<file path="config.mk">
export PLATFORM = sky130hd
export DESIGN_NAME = tmse_incdec
export DESIGN_NICKNAME = d
export VERILOG_FILES = /design/src/rtl/tmse_pkg.sv /design/src/rtl/tmse_incdec.sv
export SDC_FILE = /design/constraint.sdc
export NUM_CORES = 1
export LEC_CHECK = 0
export BUFFER_PORTS_ARGS = -buffer_cell sky130_fd_sc_hd__buf_2
export CAP_MARGIN = 10
export CORE_UTILIZATION = 40
export DETAILED_ROUTE_END_ITERATION = 8
export GPL_TIMING_DRIVEN = 0
export PLACE_DENSITY = 0.68
export RECOVER_POWER = 25
export SLEW_MARGIN = 40
export SYNTH_ARGS = -nofsm -noshare
export SYNTH_HDL_FRONTEND = slang
export SYNTH_SLANG_ARGS = --single-unit
export TNS_END_PERCENT = 50
</file>
<file path="constraint.sdc">
create_clock -name vclk -period 5.09
set_input_delay 0.7635 -clock vclk [all_inputs]
set_output_delay 0.7635 -clock vclk [all_outputs]
set_load 0.05 [all_outputs]
</file>
<file path="src/rtl/tmse_pkg.sv">
`timescale 1ns / 1ps

package tmse_pkg;

    // Field widths of one request and one response.
    localparam int unsigned REQ_TYPE_W   = 2;
    localparam int unsigned OPCODE_W     = 4;
    localparam int unsigned TARGET_W     = 12;
    localparam int unsigned IN_VALUE_W   = 16;
    localparam int unsigned JUMP_INDEX_W = 13;
    localparam int unsigned PROG_LEN_W   = 13;
    localparam int unsigned STATUS_W     = 3;
    localparam int unsigned PC_FIELD_W   = 12;
    localparam int unsigned PTR_FIELD_W  = 12;
    localparam int unsigned CELL_FIELD_W = 16;
    localparam int unsigned CHAR_W       = 8;

    // Request types.
    localparam logic [REQ_TYPE_W-1:0] REQ_EXEC  = 2'd0;
    localparam logic [REQ_TYPE_W-1:0] REQ_START = 2'd1;
    localparam logic [REQ_TYPE_W-1:0] REQ_JUMP  = 2'd2;

    // Instruction opcodes.
    localparam logic [OPCODE_W-1:0] OP_END      = 4'd0;
    localparam logic [OPCODE_W-1:0] OP_PTR_INC  = 4'd1;
    localparam logic [OPCODE_W-1:0] OP_PTR_DEC  = 4'd2;
    localparam logic [OPCODE_W-1:0] OP_CELL_INC = 4'd3;
    localparam logic [OPCODE_W-1:0] OP_CELL_DEC = 4'd4;
    localparam logic [OPCODE_W-1:0] OP_OUT      = 4'd5;
    localparam logic [OPCODE_W-1:0] OP_IN       = 4'd6;
    localparam logic [OPCODE_W-1:0] OP_JZ       = 4'd7;
    localparam logic [OPCODE_W-1:0] OP_JNZ      = 4'd8;

    // Response status codes.
    localparam logic [STATUS_W-1:0] ST_OK     = 3'd0;
    localparam logic [STATUS_W-1:0] ST_END    = 3'd1;
    localparam logic [STATUS_W-1:0] ST_OVER   = 3'd2;
    localparam logic [STATUS_W-1:0] ST_UNDER  = 3'd3;
    localparam logic [STATUS_W-1:0] ST_REJECT = 3'd4;

    // Operation of the shared increment/decrement unit.
    typedef enum logic {
        INCDEC_INC,
        INCDEC_DEC
    } t_incdec_op;

    typedef struct packed {
        logic [REQ_TYPE_W-1:0]   req_type;
        logic [OPCODE_W-1:0]     opcode;
        logic [TARGET_W-1:0]     target;
        logic [IN_VALUE_W-1:0]   in_value;
        logic [JUMP_INDEX_W-1:0] jump_index;
    } t_req;

    typedef struct packed {
        logic [STATUS_W-1:0]     status;
        logic [PC_FIELD_W-1:0]   next_pc;
        logic [PTR_FIELD_W-1:0]  data_pointer;
        logic [CELL_FIELD_W-1:0] cell_value;
        logic                    out_valid;
        logic [CHAR_W-1:0]       out_char;
        logic                    is_running;
    } t_rsp;

endpackage

</file>
<file path="src/rtl/tmse_incdec.sv">
`timescale 1ns / 1ps

module tmse_incdec #(
    parameter int unsigned W = 17
) (
    input  tmse_pkg::t_incdec_op i_op,
    input  logic [W-1:0]         i_a,
    input  logic [W-1:0]         i_limit,
    output logic [W-1:0]         o_res,
    output logic                 o_at_limit
);
    import tmse_pkg::*;

    // One adder serves every pointer, cell, counter and sweep update.
    always_comb begin
        unique case (i_op)
            INCDEC_INC: o_res = i_a + W'(1);
            INCDEC_DEC: o_res = i_a - W'(1);
            default:    o_res = i_a;
        endcase
    end

    // The bound check follows the adder, for wrap and overflow decisions.
    assign o_at_limit = (o_res >= i_limit);

endmodule

</file>
==> summary.md <==
| Metric | Value |
|---|---|
| Outcome | `finished, final reports clean` |
| Count leader, synth | `ha_1` |
| Synth top area cells | `ha_1, a21oi_1, inv_1` |
| Crit path required time | `4.33 ns` |
| CP top delay family | `compound AO/OA/AOI/OAI gates` |
| Slew @ Worst Pin | `0.5895 ns` |
| Fin worst setup slack | `0.4368 ns` |
| Net count, final | `309` |
| Routed Antenna Nets | `0` |
| Top cells by count, synth | `ha_1, inv_1, a21oi_1, nor2_1, nand2_1` |
| Clock buffers | `0` |
| Gpl congestion | `0.8192` |
| Synth cell types | `38` |
| GR Util met3 | `0%` |
| Post-CTS sizing | `0` |
| Dominant cell type by area after synthesis | `ha_1` |
| Max-slew headroom at the worst pin | `60.87%` |
| WP data arrival | `3.89 ns` |
| Vias/cell | `5.035` |
| GRT Total Usage | `17.05%` |
| Hold Worst Slack | `1.982 ns` |
| Most common cell on crit path | `buf_2` |
| Cell count along the critical path | `14` |
| Setup violations, final | `0` |
| DRC | `0` |
| Mean Syn Cell Area | `6.895 um2` |
| Hold depth | `3` |
| Final instance area | `0.001615 mm2` |
| Ant. Diodes | `0` |
| Final hold violations | `0` |
| Yosys Warn Count | `0` |
| Fin util | `52.91%` |
| Detailed Route WL | `2907 um` |
| Fin Setup TNS | `0 ns` |
| Syn_nets | `254` |
| Register share of total power | `0%` |
| Crit path to | `o_at_limit` |
| Post-DP HPWL | `2544 um` |
| DP Worst Slack | `0.4555 ns` |
| Hold_buf cts | `0` |
| IR Drop Worst-Case VDD | `0.0001251 V` |
| Minimum clock period | `4.653 ns` |
| Total setup buffers inserted after CTS | `0` |
| GR peak layer | `met2` |
| Vias in the first global route | `1,230` |
| # IOs | `53` |
| Die width | `58.63 um` |
| Worst path slowest cell | `fa_1` |
| Placed Area | `0.001619 mm2` |
| DIE AREA | `0.003437 mm2` |
| Cells after synthesis | `186` |
| Crit path from | `i_op` |
| Period utilization | `91.42%` |
| Net Sw Frac | `67.29%` |
| DR WL/cell | `10.27 um` |
| Worst-path cell chain | `buf_2 -> inv_1 -> fa_1 -> nand2b_1 -> a21oi_1 -> o21ai_1 -> nand2_1 -> xor2_1 -> ha_1 -> a21o_1 -> a221o_1 -> a31oi_1 -> o211ai_1 -> buf_2` |
| Largest stage delay, worst path | `0.48 ns` |
| Post-synthesis sequential area ratio | `0%` |
| Grt total ovfl | `0` |
| CP startpoint kind | `input port` |
| Post-synthesis instance area | `0.001282 mm2` |
| Multi-input gate area | `0.001194 mm2` |
| Pwr/cell area | `209.4 mW/mm2` |
| Fill cell count | `338` |
| First-pass GRT wire length | `4795 um` |
| DR iter-0 viols | `31` |
| Part of the power in combinational logic | `100.0%` |
| CP bufs+invs | `3` |
| GR Util met2 | `31.03%` |
| RSZ-0062 raised after global routing | `no` |
| Largest net degree at the start of global routing | `18` |
| Area share of the largest cell type after synthesis | `31.22%` |
| Share of cells above drive strength 1 | `25.52%` |
| Initial antenna violation count | `0` |
| GR Util met1 | `24.11%` |
| Internal | `0.1106 mW` |
| Slew Limit Fails | `0` |
| Seq_cells | `0` |
| TritonRoute pass-1 iters | `4` |
| Clk pwr share | `0%` |
| Cell row count | `20` |
| I/O Buffers | `53` |
| NetSw | `0.2276 mW` |
| Reg area | `0 um2` |
| Via count | `1,425` |
| Peak Freq | `214.9 MHz` |
| Die H | `58.63 um` |
| Layout area overhead | `25.95%` |
| MaxCap Viol Count | `0` |
| Type of the worst min-delay path | `input port to primary output` |
| CP Max Fanout | `17` |
| Starting Density | `42.01%` |
| Crit path capture type | `primary output` |
| Core area | `0.003053 mm2` |
| Crit path kind | `input port to primary output` |
| Leak | `0.8733 nW` |
[cells in the final DEF (no fill, tap or decap), types with 3 or more instances in the layout]
cell type and instances:
o21ai_1 3, a21o_1 6, o21ai_0 8, o211ai_1 6
nand2b_1 4, xor2_1 3, xnor2_1 7, clkbuf_1 4
nor2_1 19, nand2_1 15, nor3_1 3, inv_1 23
ha_1 32, and3_1 3, a21oi_1 19, a211oi_1 4
buf_2 52
[final cells by class]
cell class	count	share of cell area (%)
multi-input combinational	159	73.90
buffer	4	1.162
timing repair buffer	53	16.19
tap	44	3.408
inverter	23	5.345
[power by group through the flow]
stage               registers [mW]  logic (mW)  clock network (mW)
detailed placement               0       0.341                   0
global route                     0       0.374                   0
CTS                              0       0.341                   0
floorplan                        0       0.264                   0
global placement                 0       0.335                   0
finish                           0       0.338                   0
[per-stage QoR]
stage               power, mW  cells
floorplan              0.2645    186
global placement       0.3354    283
detailed placement     0.3406    283
CTS                    0.3413    283
global route           0.3743    283
finish                 0.3382    283
[how the worst min path moves through the flow]
stage	slack (ns)	start	to
after floorplan	1.72	i_a[0]	o_res[0]
after global placement	1.90	i_a[0]	o_res[0]
after detailed placement	1.90	i_a[0]	o_res[0]
after CTS	1.90	i_a[0]	o_res[0]
after global routing	2.01	i_a[0]	o_res[0]
final	1.98	i_a[0]	o_res[0]
[logic make-up after synthesis]
family                   Yosys count  share of synthesized area (%)
AND/OR/NAND/NOR                   55                          20.78
AO/OA/AOI/OAI                     61                          31.41
buffers and inverters             27                          8.194
XOR/XNOR                          10                          6.830
adder cells (fa/ha/maj)           33                          32.78
[layer usage]
layer / part of all wire (%) / wire (um)
met1: 54 / 1560
met2: 43 / 1246
met3: 3.4 / 100
met4: 0 / 0
met5: 0 / 0
(Power assumes the default switching activity.)
